==> src/design/drs_pkg.sv <==
// ----------------------------------------------------------------------------
// drs_pkg
// Shared types and constants of the disk request scheduler.
// ----------------------------------------------------------------------------
`default_nettype none

package drs_pkg;

    // pending queue geometry
    localparam int QUEUE_DEPTH = 16;
    localparam int ADDR_W      = (QUEUE_DEPTH > 1) ? $clog2(QUEUE_DEPTH) : 1;
    localparam int CNT_W       = $clog2(QUEUE_DEPTH + 1);

    // stream widths
    localparam int IN_DATA_W   = 88;
    localparam int OUT_DATA_W  = 72;

    // scheduling policy codes
    localparam logic [1:0] POL_FCFS = 2'd0;
    localparam logic [1:0] POL_SSTF = 2'd1;
    localparam logic [1:0] POL_LOOK = 2'd2;

    // item kind on the input tuser
    localparam logic FN_ARRIVE   = 1'b0;
    localparam logic FN_COMPLETE = 1'b1;

    typedef logic [ADDR_W-1:0] t_addr;
    typedef logic [CNT_W-1:0]  t_cnt;

    // one request as held in the queue and in service
    typedef struct packed {
        logic [15:0] id;
        logic [31:0] tm;
        logic [15:0] cyl;
    } t_req;

    // sequencer states
    typedef enum logic [1:0] {
        S_IDLE,
        S_SCAN,
        S_SHIFT,
        S_DONE
    } t_state;

    // LOOK passes
    typedef enum logic [1:0] {
        P_SAME,
        P_AHEAD,
        P_NEAR
    } t_pass;

    // selection criterion used by the compare unit
    typedef enum logic [2:0] {
        M_TIME,
        M_SEEK_TIME,
        M_SAME_CYL,
        M_AHEAD,
        M_NEAR
    } t_mode;

    // control from the sequencer to the compare unit
    typedef struct packed {
        logic  clr;
        logic  ev;
        t_mode mode;
    } t_sel_ctl;

endpackage

`default_nettype wire

==> src/design/disk_request_scheduler_unit.sv <==
// ----------------------------------------------------------------------------
// disk_request_scheduler_unit
// Disk request scheduler: one request in service, a pending queue in RAM,
// FCFS / SSTF / LOOK selection on completion.
// ----------------------------------------------------------------------------
// Usage:
//   s_axis carries one item per request arrival (tuser low) or service
//   completion (tuser high). m_axis returns exactly one item per input item:
//   the request now in service, the drop flag and the queue occupancy.
//   i_cfg_wen / i_cfg_wdata write the policy; write only while idle.
//   An arrival, or a completion with an empty queue, presents its
//   result in the cycle after acceptance; no new item is taken until that
//   result is accepted. A completion with pending entries scans the queue
//   RAM (LOOK may need up to three passes), then closes the gap left by the
//   chosen entry, all through the single compare unit and the one RAM
//   read port.
//   s_axis_tready is high only while the block is idle; one item at a time.
//   When the receiver stalls the result holds on m_axis and no new item is
//   taken. Reset empties the queue, clears the in-service request and sets
//   the policy to first-come-first-served; no clearing pass is needed.
// ----------------------------------------------------------------------------
`default_nettype none

module disk_request_scheduler_unit (
    input  wire                              i_clk,
    input  wire                              i_rst_n,
    // configuration
    input  wire                              i_cfg_wen,
    input  wire  [1:0]                       i_cfg_wdata,   // policy
    // input items
    input  wire                              s_axis_tvalid,
    output logic                             s_axis_tready,
    // [15:0] req_id, [47:16] arrival_time, [63:48] cylinder,
    // [79:64] head_cylinder, [80] scan_up, [87:81] zero
    input  wire  [drs_pkg::IN_DATA_W-1:0]    s_axis_tdata,
    input  wire                              s_axis_tuser,  // [0] func
    // result items
    output logic                             m_axis_tvalid,
    input  wire                              m_axis_tready,
    // [15:0] out_req_id, [47:16] out_arrival_time, [63:48] out_cylinder,
    // [64] dropped, [69:65] pending_count, [71:70] zero
    output logic [drs_pkg::OUT_DATA_W-1:0]   m_axis_tdata
);
    import drs_pkg::*;

    // state
    t_state      r_state, n_state;
    logic [1:0]  r_policy;
    t_req        r_svc, n_svc;
    t_cnt        r_total, n_total;
    logic        r_dropped, n_dropped;
    logic [15:0] r_head;
    logic        r_up;
    t_pass       r_pass, n_pass;
    t_cnt        r_idx, n_idx;
    logic        r_ev_vld, n_ev_vld;
    t_addr       r_ev_idx, n_ev_idx;
    t_addr       r_sh_addr, n_sh_addr;

    // RAM and compare unit connections
    logic        ram_we;
    t_addr       ram_waddr;
    t_req        ram_wdata;
    t_addr       ram_raddr;
    t_req        ram_rdata;
    t_sel_ctl    sel_ctl;
    logic        sel_found;
    t_addr       sel_idx;
    t_req        sel_ent;

    // input field split
    logic        in_acc;
    t_req        in_req;
    logic [15:0] in_head;
    logic        in_up;
    logic        issue;
    logic        pass_end;
    logic [8:0]  total_ext;
    logic [4:0]  count_sat;

    assign in_acc       = s_axis_tvalid && s_axis_tready;
    assign in_req.id    = s_axis_tdata[15:0];
    assign in_req.tm    = s_axis_tdata[47:16];
    assign in_req.cyl   = s_axis_tdata[63:48];
    assign in_head      = s_axis_tdata[79:64];
    assign in_up        = s_axis_tdata[80];
    assign issue        = (r_idx < r_total);

    // next state
    always_comb begin
        n_state = r_state;
        unique case (r_state)
            S_IDLE: begin
                if (in_acc) begin
                    if (s_axis_tuser == FN_COMPLETE && r_total != '0) begin
                        n_state = S_SCAN;
                    end else begin
                        n_state = S_DONE;
                    end
                end
            end
            S_SCAN: begin
                if (!issue && !r_ev_vld) begin
                    if (!(r_policy == POL_LOOK && !sel_found && r_pass != P_NEAR)) begin
                        n_state = S_SHIFT;
                    end
                end
            end
            S_SHIFT: begin
                if (!issue && !r_ev_vld) begin
                    n_state = S_DONE;
                end
            end
            S_DONE: begin
                if (m_axis_tready) begin
                    n_state = S_IDLE;
                end
            end
            default: n_state = S_IDLE;
        endcase
    end

    // datapath and outputs of the sequencer
    always_comb begin
        n_svc       = r_svc;
        n_total     = r_total;
        n_dropped   = r_dropped;
        n_pass      = r_pass;
        n_idx       = r_idx;
        n_ev_vld    = 1'b0;
        n_ev_idx    = r_ev_idx;
        n_sh_addr   = r_sh_addr;
        ram_we      = 1'b0;
        ram_waddr   = r_sh_addr;
        ram_wdata   = ram_rdata;
        ram_raddr   = r_idx[ADDR_W-1:0];
        sel_ctl.clr = 1'b0;
        sel_ctl.ev  = 1'b0;
        pass_end    = !issue && !r_ev_vld;
        s_axis_tready = 1'b0;
        m_axis_tvalid = 1'b0;

        // criterion for this pass
        unique case (r_policy)
            POL_SSTF: sel_ctl.mode = M_SEEK_TIME;
            POL_LOOK: begin
                unique case (r_pass)
                    P_SAME:  sel_ctl.mode = M_SAME_CYL;
                    P_AHEAD: sel_ctl.mode = M_AHEAD;
                    default: sel_ctl.mode = M_NEAR;
                endcase
            end
            default:  sel_ctl.mode = M_TIME;
        endcase

        unique case (r_state)
            S_IDLE: begin
                s_axis_tready = 1'b1;
                if (in_acc) begin
                    n_dropped = 1'b0;
                    n_pass    = P_SAME;
                    n_idx     = '0;
                    if (s_axis_tuser == FN_ARRIVE) begin
                        if (in_req.id != 16'd0) begin
                            if (r_svc.id == 16'd0) begin
                                n_svc = in_req;
                            end else if (r_total < t_cnt'(QUEUE_DEPTH)) begin
                                // append at the tail
                                ram_we    = 1'b1;
                                ram_waddr = r_total[ADDR_W-1:0];
                                ram_wdata = in_req;
                                n_total   = r_total + t_cnt'(1);
                            end else begin
                                n_dropped = 1'b1;
                            end
                        end
                    end else if (r_total == '0) begin
                        n_svc = '0;
                    end else begin
                        sel_ctl.clr = 1'b1;
                    end
                end
            end
            S_SCAN: begin
                // read one entry per cycle, judge it the cycle after
                sel_ctl.ev = r_ev_vld;
                if (issue) begin
                    n_idx    = r_idx + t_cnt'(1);
                    n_ev_vld = 1'b1;
                    n_ev_idx = r_idx[ADDR_W-1:0];
                end
                if (pass_end) begin
                    if (r_policy == POL_LOOK && !sel_found && r_pass != P_NEAR) begin
                        // nothing eligible: next LOOK pass
                        sel_ctl.clr = 1'b1;
                        n_pass      = (r_pass == P_SAME) ? P_AHEAD : P_NEAR;
                        n_idx       = '0;
                    end else begin
                        n_svc = sel_ent;
                        n_idx = t_cnt'(sel_idx) + t_cnt'(1);
                    end
                end
            end
            S_SHIFT: begin
                // move later entries up one place
                ram_we = r_ev_vld;
                if (issue) begin
                    n_idx     = r_idx + t_cnt'(1);
                    n_ev_vld  = 1'b1;
                    n_sh_addr = t_addr'(r_idx - t_cnt'(1));
                end
                if (pass_end) begin
                    n_total = r_total - t_cnt'(1);
                end
            end
            S_DONE: begin
                m_axis_tvalid = 1'b1;
            end
            default: ;
        endcase
    end

    // control registers
    always_ff @(posedge i_clk) begin
        if (!i_rst_n) begin
            r_state  <= S_IDLE;
            r_policy <= POL_FCFS;
            r_svc    <= '0;
            r_total  <= '0;
            r_ev_vld <= 1'b0;
            r_pass   <= P_SAME;
        end else begin
            r_state  <= n_state;
            r_svc    <= n_svc;
            r_total  <= n_total;
            r_ev_vld <= n_ev_vld;
            r_pass   <= n_pass;
            if (i_cfg_wen) begin
                r_policy <= i_cfg_wdata;
            end
        end
    end

    // working registers
    always_ff @(posedge i_clk) begin
        r_dropped <= n_dropped;
        r_idx     <= n_idx;
        r_ev_idx  <= n_ev_idx;
        r_sh_addr <= n_sh_addr;
        if (in_acc) begin
            r_head <= in_head;
            r_up   <= in_up;
        end
    end

    // pending queue store
    drs_ram #(
        .WIDTH ($bits(t_req)),
        .DEPTH (QUEUE_DEPTH)
    ) u_queue (
        .i_clk   (i_clk),
        .i_we    (ram_we),
        .i_waddr (ram_waddr),
        .i_wdata (ram_wdata),
        .i_raddr (ram_raddr),
        .o_rdata (ram_rdata)
    );

    // shared compare unit
    drs_sel u_sel (
        .i_clk   (i_clk),
        .i_rst_n (i_rst_n),
        .i_ctl   (sel_ctl),
        .i_ent   (ram_rdata),
        .i_idx   (r_ev_idx),
        .i_head  (r_head),
        .i_up    (r_up),
        .o_found (sel_found),
        .o_idx   (sel_idx),
        .o_ent   (sel_ent)
    );

    // result item
    assign total_ext = 9'(r_total);
    assign count_sat = (total_ext > 9'd31) ? 5'd31 : total_ext[4:0];
    assign m_axis_tdata = {2'b00, count_sat, r_dropped, r_svc.cyl, r_svc.tm, r_svc.id};

endmodule

`default_nettype wire

==> src/design/drs_ram.sv <==
// ----------------------------------------------------------------------------
// drs_ram
// Generic single write, single read RAM with registered read data.
// ----------------------------------------------------------------------------
`default_nettype none

module drs_ram #(
    parameter int WIDTH = 64,
    parameter int DEPTH = 16
) (
    input  wire                                       i_clk,
    input  wire                                       i_we,
    input  wire  [((DEPTH > 1) ? $clog2(DEPTH) : 1)-1:0] i_waddr,
    input  wire  [WIDTH-1:0]                          i_wdata,
    input  wire  [((DEPTH > 1) ? $clog2(DEPTH) : 1)-1:0] i_raddr,
    output logic [WIDTH-1:0]                          o_rdata
);

    logic [WIDTH-1:0] r_mem [DEPTH];

    // write port
    always_ff @(posedge i_clk) begin
        if (i_we) begin
            r_mem[i_waddr] <= i_wdata;
        end
    end

    // registered read port
    always_ff @(posedge i_clk) begin
        o_rdata <= r_mem[i_raddr];
    end

endmodule

`default_nettype wire

==> src/design/drs_sel.sv <==
// ----------------------------------------------------------------------------
// drs_sel
// Shared compare unit: forms a key for one queue entry per cycle and keeps
// the best eligible entry seen in the current pass.
// ----------------------------------------------------------------------------
`default_nettype none

module drs_sel (
    input  wire                   i_clk,
    input  wire                   i_rst_n,
    input  drs_pkg::t_sel_ctl     i_ctl,
    input  drs_pkg::t_req         i_ent,
    input  drs_pkg::t_addr        i_idx,
    input  wire  [15:0]           i_head,
    input  wire                   i_up,
    output logic                  o_found,
    output drs_pkg::t_addr        o_idx,
    output drs_pkg::t_req         o_ent
);
    import drs_pkg::*;

    logic        r_found;
    logic [47:0] r_key;
    t_addr       r_idx;
    t_req        r_ent;

    logic [15:0] seek_len;
    logic        ahead;
    logic        elig;
    logic [47:0] key;
    logic        take;

    // distance to head and eligibility of this entry
    always_comb begin
        seek_len = (i_ent.cyl > i_head) ? (i_ent.cyl - i_head) : (i_head - i_ent.cyl);
        ahead    = i_up ? (i_ent.cyl > i_head) : (i_ent.cyl < i_head);
        elig     = 1'b1;
        key      = {16'd0, i_ent.tm};
        unique case (i_ctl.mode)
            M_TIME:      key = {16'd0, i_ent.tm};
            M_SEEK_TIME: key = {seek_len, i_ent.tm};
            M_SAME_CYL: begin
                key  = {16'd0, i_ent.tm};
                elig = (i_ent.cyl == i_head);
            end
            M_AHEAD: begin
                key  = {seek_len, 32'd0};
                elig = ahead;
            end
            M_NEAR:      key = {seek_len, 32'd0};
            default:     key = {16'd0, i_ent.tm};
        endcase
        // strict compare keeps the earlier queue position on a tie
        take = i_ctl.ev && elig && (!r_found || (key < r_key));
    end

    // best-so-far registers
    always_ff @(posedge i_clk) begin
        if (!i_rst_n) begin
            r_found <= 1'b0;
        end else if (i_ctl.clr) begin
            r_found <= 1'b0;
        end else if (take) begin
            r_found <= 1'b1;
        end
    end

    always_ff @(posedge i_clk) begin
        if (take && !i_ctl.clr) begin
            r_key <= key;
            r_idx <= i_idx;
            r_ent <= i_ent;
        end
    end

    assign o_found = r_found;
    assign o_idx   = r_idx;
    assign o_ent   = r_ent;

endmodule

`default_nettype wire

==> config.mk <==
export PLATFORM = sky130hd
export DESIGN_NAME = disk_request_scheduler_unit
export DESIGN_NICKNAME = d
export VERILOG_FILES = /design/src/design/drs_pkg.sv /design/src/design/disk_request_scheduler_unit.sv /design/src/design/drs_ram.sv /design/src/design/drs_sel.sv
export SDC_FILE = /design/constraint.sdc
export NUM_CORES = 2
export LEC_CHECK = 0
export ABC_AREA = 1
export ABC_CLOCK_PERIOD_IN_PS = 19900
export BUFFER_PORTS_ARGS = -buffer_cell sky130_fd_sc_hd__buf_2
export CAP_MARGIN = 30
export CORE_ASPECT_RATIO = 2
export CORE_MARGIN = 8
export CORE_UTILIZATION = 45
export DETAILED_ROUTE_END_ITERATION = 10
export GPL_TIMING_DRIVEN = 0
export PLACE_DENSITY = 0.59
export SYNTH_ARGS = -nofsm -noshare
export SYNTH_HDL_FRONTEND = slang
export SYNTH_SLANG_ARGS = --single-unit
==> constraint.sdc <==
create_clock -name i_clk -period 19.9 [get_ports i_clk]
set_clock_uncertainty 0.1 [all_clocks]
set_input_delay 2.985 -clock i_clk [delete_from_list [all_inputs] [get_ports i_clk]]
set_output_delay 2.985 -clock i_clk [all_outputs]
set_load 0.01 [all_outputs]
==> report_table.html <==
<table>
<tr><th>Metric</th><th>Value</th></tr>
<tr><th colspan="2">Outcome</th></tr>
<tr><td>Outcome</td><td>complete, no violations</td></tr>
<tr><th colspan="2">STA</th></tr>
<tr><td>Post-layout minimum cycle time</td><td>6.39 ns</td></tr>
<tr><td>Period utilization</td><td>32.1%</td></tr>
<tr><td>Worst setup slack after layout</td><td>13.51 ns</td></tr>
<tr><td>Max-slew headroom</td><td>27.6%</td></tr>
<tr><td>Total negative setup slack</td><td>0 ns</td></tr>
<tr><td>Transition time at the pin with the least slew margin</td><td>1.08 ns</td></tr>
<tr><td>Unrepaired setup endpoints after global routing</td><td>false</td></tr>
<tr><td>Fmax</td><td>0.156 GHz</td></tr>
<tr><td>Fin. max-slew vios</td><td>0</td></tr>
<tr><td>Worst hold-check slack</td><td>0.326 ns</td></tr>
<tr><td>Final count of negative-setup-slack endpoints</td><td>0</td></tr>
<tr><td>Number of hold violations in the final report</td><td>0</td></tr>
<tr><th colspan="2">Worst setup path</th></tr>
<tr><td>Critical Setup Path Class</td><td>input pin to register</td></tr>
<tr><td>Endpoint of the worst register-to-register path</td><td>u_sel.o_ent[36]</td></tr>
<tr><td>Slowest stage delay, CP</td><td>0.77 ns</td></tr>
<tr><td>Slowest cell on the critical path</td><td>nor2_4</td></tr>
<tr><td>Element type at the critical path start</td><td>input pin</td></tr>
<tr><td>Startpoint of the worst register-to-register path</td><td>u_queue.o_rdata[0]</td></tr>
<tr><td>Cell-by-cell listing of the critical path</td><td>buf_2 -&gt; nor4_1 -&gt; buf_2 -&gt; nand3_1 -&gt; nand2_1 -&gt; nor2_1 -&gt; nand3_1 -&gt; buf_2 -&gt; nand2_1 -&gt; nand3_1 -&gt; nor2_4 -&gt; buf_12 -&gt; buf_12</td></tr>
<tr><td>Required @ worst endpoint</td><td>20.22 ns</td></tr>
<tr><td>Number of cells on the worst reg-to-reg path</td><td>26</td></tr>
<tr><td>Destination of the critical timing path</td><td>u_queue.r_mem[6][27]</td></tr>
<tr><td>Critical path startpoint</td><td>s_axis_tdata[15]</td></tr>
<tr><td>Sort of element at the end of the critical path</td><td>register</td></tr>
<tr><td>Register-to-register path setup slack</td><td>13.62 ns</td></tr>
<tr><td>Arrival time of the worst setup path</td><td>6.71 ns</td></tr>
<tr><td>Largest driver fanout on the critical path</td><td>26</td></tr>
<tr><th colspan="2">Drt</th></tr>
<tr><td>Drt wl/cell</td><td>26.0 um</td></tr>
<tr><td>Total Wirelength</td><td>166,000 um</td></tr>
<tr><td>DR iter-0 viols</td><td>3,126</td></tr>
<tr><td>Detailed-router iteration count before antenna repair</td><td>9</td></tr>
<tr><td>Number of design rule violations left after detail routing</td><td>0</td></tr>
<tr><td>Per-cell via count in the routed design</td><td>5.69</td></tr>
<tr><td>Count of antenna-violating nets left after detailed routing</td><td>0</td></tr>
<tr><td>Overall via count from detail_route</td><td>36.4k</td></tr>
<tr><th colspan="2">Final layout</th></tr>
<tr><td>Core Util, Final</td><td>52.2%</td></tr>
<tr><td>Commonest non-fill, non-tap cells in the layout</td><td>1,171 x edfxtp_1, 633 x o21ai_0, 570 x nor2_1</td></tr>
<tr><td>Area growth from synthesis to layout</td><td>15.3%</td></tr>
<tr><td>Final nets</td><td>4,957</td></tr>
<tr><td>Fraction of final layout cells with drive strength greater than 1</td><td>11.3%</td></tr>
<tr><td>Post-Layout Inst Area</td><td>0.0614 mm2</td></tr>
<tr><td>Count of placed standard cells in the final layout, fillers left out</td><td>6,396</td></tr>
<tr><td>Most common library cell in the layout ignoring fill and taps</td><td>edfxtp_1</td></tr>
<tr><th colspan="2">Place</th></tr>
<tr><td>IO Port Bufs</td><td>159</td></tr>
<tr><td>Pre-CTS setup slack</td><td>12.80 ns</td></tr>
<tr><td>Number of placed cells counting well taps</td><td>6,176</td></tr>
<tr><td>Routability congestion estimate</td><td>0.903</td></tr>
<tr><td>Detail Placement HPWL</td><td>122,000 um</td></tr>
<tr><td>Placement-stage cell area</td><td>0.0575 mm2</td></tr>
<tr><th colspan="2">Global route</th></tr>
<tr><td>Wire length of the first global-routing pass</td><td>238,000 um</td></tr>
<tr><td>Number of global-route vias before repair</td><td>37.5k</td></tr>
<tr><td>Global route overflow</td><td>0</td></tr>
<tr><td>Initial antenna violation count</td><td>13</td></tr>
<tr><td>All-Layer GR Usage</td><td>24.8%</td></tr>
<tr><td>Largest net degree at the start of global routing</td><td>29</td></tr>
<tr><th colspan="2">Synth</th></tr>
<tr><td>Asr flop ratio synth</td><td>0%</td></tr>
<tr><td>Synth cell types</td><td>50</td></tr>
<tr><td>Sequential share of the synthesized area</td><td>71.3%</td></tr>
<tr><td>Synth Instances</td><td>4,379</td></tr>
<tr><td>Prevailing post-synth register cell</td><td>edfxtp_1</td></tr>
<tr><td>Total of warnings raised by yosys</td><td>0</td></tr>
<tr><td>Number of flip-flops and latches in the synthesized netlist</td><td>1,312</td></tr>
<tr><td>Syn_area_per_cell</td><td>12.2 um2</td></tr>
<tr><td>Netlist Area Pre-Place</td><td>0.0533 mm2</td></tr>
<tr><td>Number of enable-type register cells in the synthesized netlist</td><td>1,171</td></tr>
<tr><th colspan="2">Pwr</th></tr>
<tr><td>Power Density</td><td>164 mW/mm2</td></tr>
<tr><td>Leakage power figure</td><td>21.7 nW</td></tr>
<tr><td>Worst VDD drop</td><td>0.0867 mV</td></tr>
<tr><td>Total chip power</td><td>10.0 mW</td></tr>
<tr><th colspan="2">Clock network</th></tr>
<tr><td>Setup fix buffers added after clock tree synthesis</td><td>0</td></tr>
<tr><td>Hold-fix buffer count after cts</td><td>0</td></tr>
<tr><td>CTS Sinks</td><td>1,312</td></tr>
<tr><td>Clock Tree Root</td><td>clkbuf_16</td></tr>
<tr><td>Clock slew at the register clock pins of the worst setup and hold paths</td><td>0.07 ns</td></tr>
<tr><td>Buffer levels on the longest clock path</td><td>3</td></tr>
<tr><td>Clock tree from TritonCTS</td><td>done</td></tr>
<tr><td>Number of resized instances in the post-cts repair step</td><td>0</td></tr>
<tr><td>Clock latency of the later-clocked register in the worst-skew pair</td><td>0.74 ns</td></tr>
<tr><td>H-tree levels</td><td>3</td></tr>
<tr><td>Total CTS buffers</td><td>113</td></tr>
<tr><th colspan="2">Job</th></tr>
<tr><td>Maximum capacitance violations</td><td>0</td></tr>
<tr><th colspan="2">Die</th></tr>
<tr><td>Starting utilization of the core area</td><td>45.3%</td></tr>
<tr><td>Die span in x</td><td>259 um</td></tr>
<tr><td>Die Height</td><td>503 um</td></tr>
<tr><td>Floorplan row count</td><td>178</td></tr>
<tr><td>Die Footprint</td><td>0.130 mm2</td></tr>
<tr><td>Top-level port count</td><td>170</td></tr>
<tr><td>Core area</td><td>0.118 mm2</td></tr>
<tr><th colspan="2">Hold path</th></tr>
<tr><td>Hold crit path type</td><td>register to register</td></tr>
</table>
[layout make-up]
class,count,area [um2]
flip-flops and latches,1312,38000
fillers,10200,56200
clock buffers,145,3110
plain buffers,278,1180
inverters,264,996
multi-input cells,2526,13300
repair buffers,268,2200
clock inverters,70,747
well taps,1530,1910
diodes,3,7.51
[how the worst min path moves through the flow]
stage | to | start | cells after the start | slack, ns
finish | u_sel.o_idx[2] | r_ev_idx[2] | 0 | 0.33
global route | u_sel.o_idx[2] | r_ev_idx[2] | 0 | 0.33
CTS | u_sel.o_idx[2] | r_ev_idx[2] | 0 | 0.32
detailed placement | u_sel.o_idx[2] | r_ev_idx[2] | 0 | 0.31
global placement | u_sel.o_idx[2] | r_ev_idx[2] | 0 | 0.30
floorplan | u_sel.o_idx[0] | r_ev_idx[0] | 0 | 0.30
[cells by family (layout without fill, tap and decap cells)]
logic type,Yosys count,after routing,synth area share (%)
fa+ha+maj,98,98,2.34
other cells,1,5,0.00704
compound gates,1146,1146,12.4
simple gates,1266,1266,9.70
buf+inv,542,1025,4.07
flops,1312,1312,71.3
xor+xnor,14,14,0.230
[power by group]
group	internal, mW	switching [mW]
combinational	1.03	2.82
sequential	3.73	0.165
clock	1.28	1.03
total	6.03	4.01
[sequential cells by signal, indices dropped and copies added (netlist names), 5 cells and up]
| name | flops |
|---|---|
| r_total | 5 |
| r_head | 16 |
| u_sel.r_key | 48 |
| u_queue.r_mem | 1024 |
| m_axis_tdata | 64 |
| u_queue.o_rdata | 64 |
| u_sel.o_ent | 64 |
| r_idx | 5 |
[synth_stat cells (all sizes together), types with 12 or more instances]
library cell / instances / area (um2)
edfxtp: 1171 / 35200
nand2: 436 / 1660
ha: 95 / 1190
o211ai: 24 / 180
buf: 62 / 363
dfxtp: 141 / 2820
clkbuf: 216 / 811
o221ai: 110 / 963
nor2: 592 / 2240
nand4: 12 / 75.1
xor2: 12 / 105
o22ai: 148 / 926
inv: 264 / 996
nor3: 13 / 75.1
a31oi: 71 / 444
a21oi: 76 / 384
o21ai: 695 / 3490
nand3: 202 / 1040
[metal layers]
metal	track usage, %	routed length [um]	up-vias
met2	47.1	90700	1333
met3	3.31	9020	439
met5	0	0	-
met1	25.5	56600	17900
met4	14.8	10100	0
li1	-	-	16700
[critical path, delay by kind of cell]
family	cells	cell delay [ns]
AND/OR/NAND/NOR	8	2.21
buffers and inverters	5	1.44
Note: power is estimated with default switching activity, not from simulation.
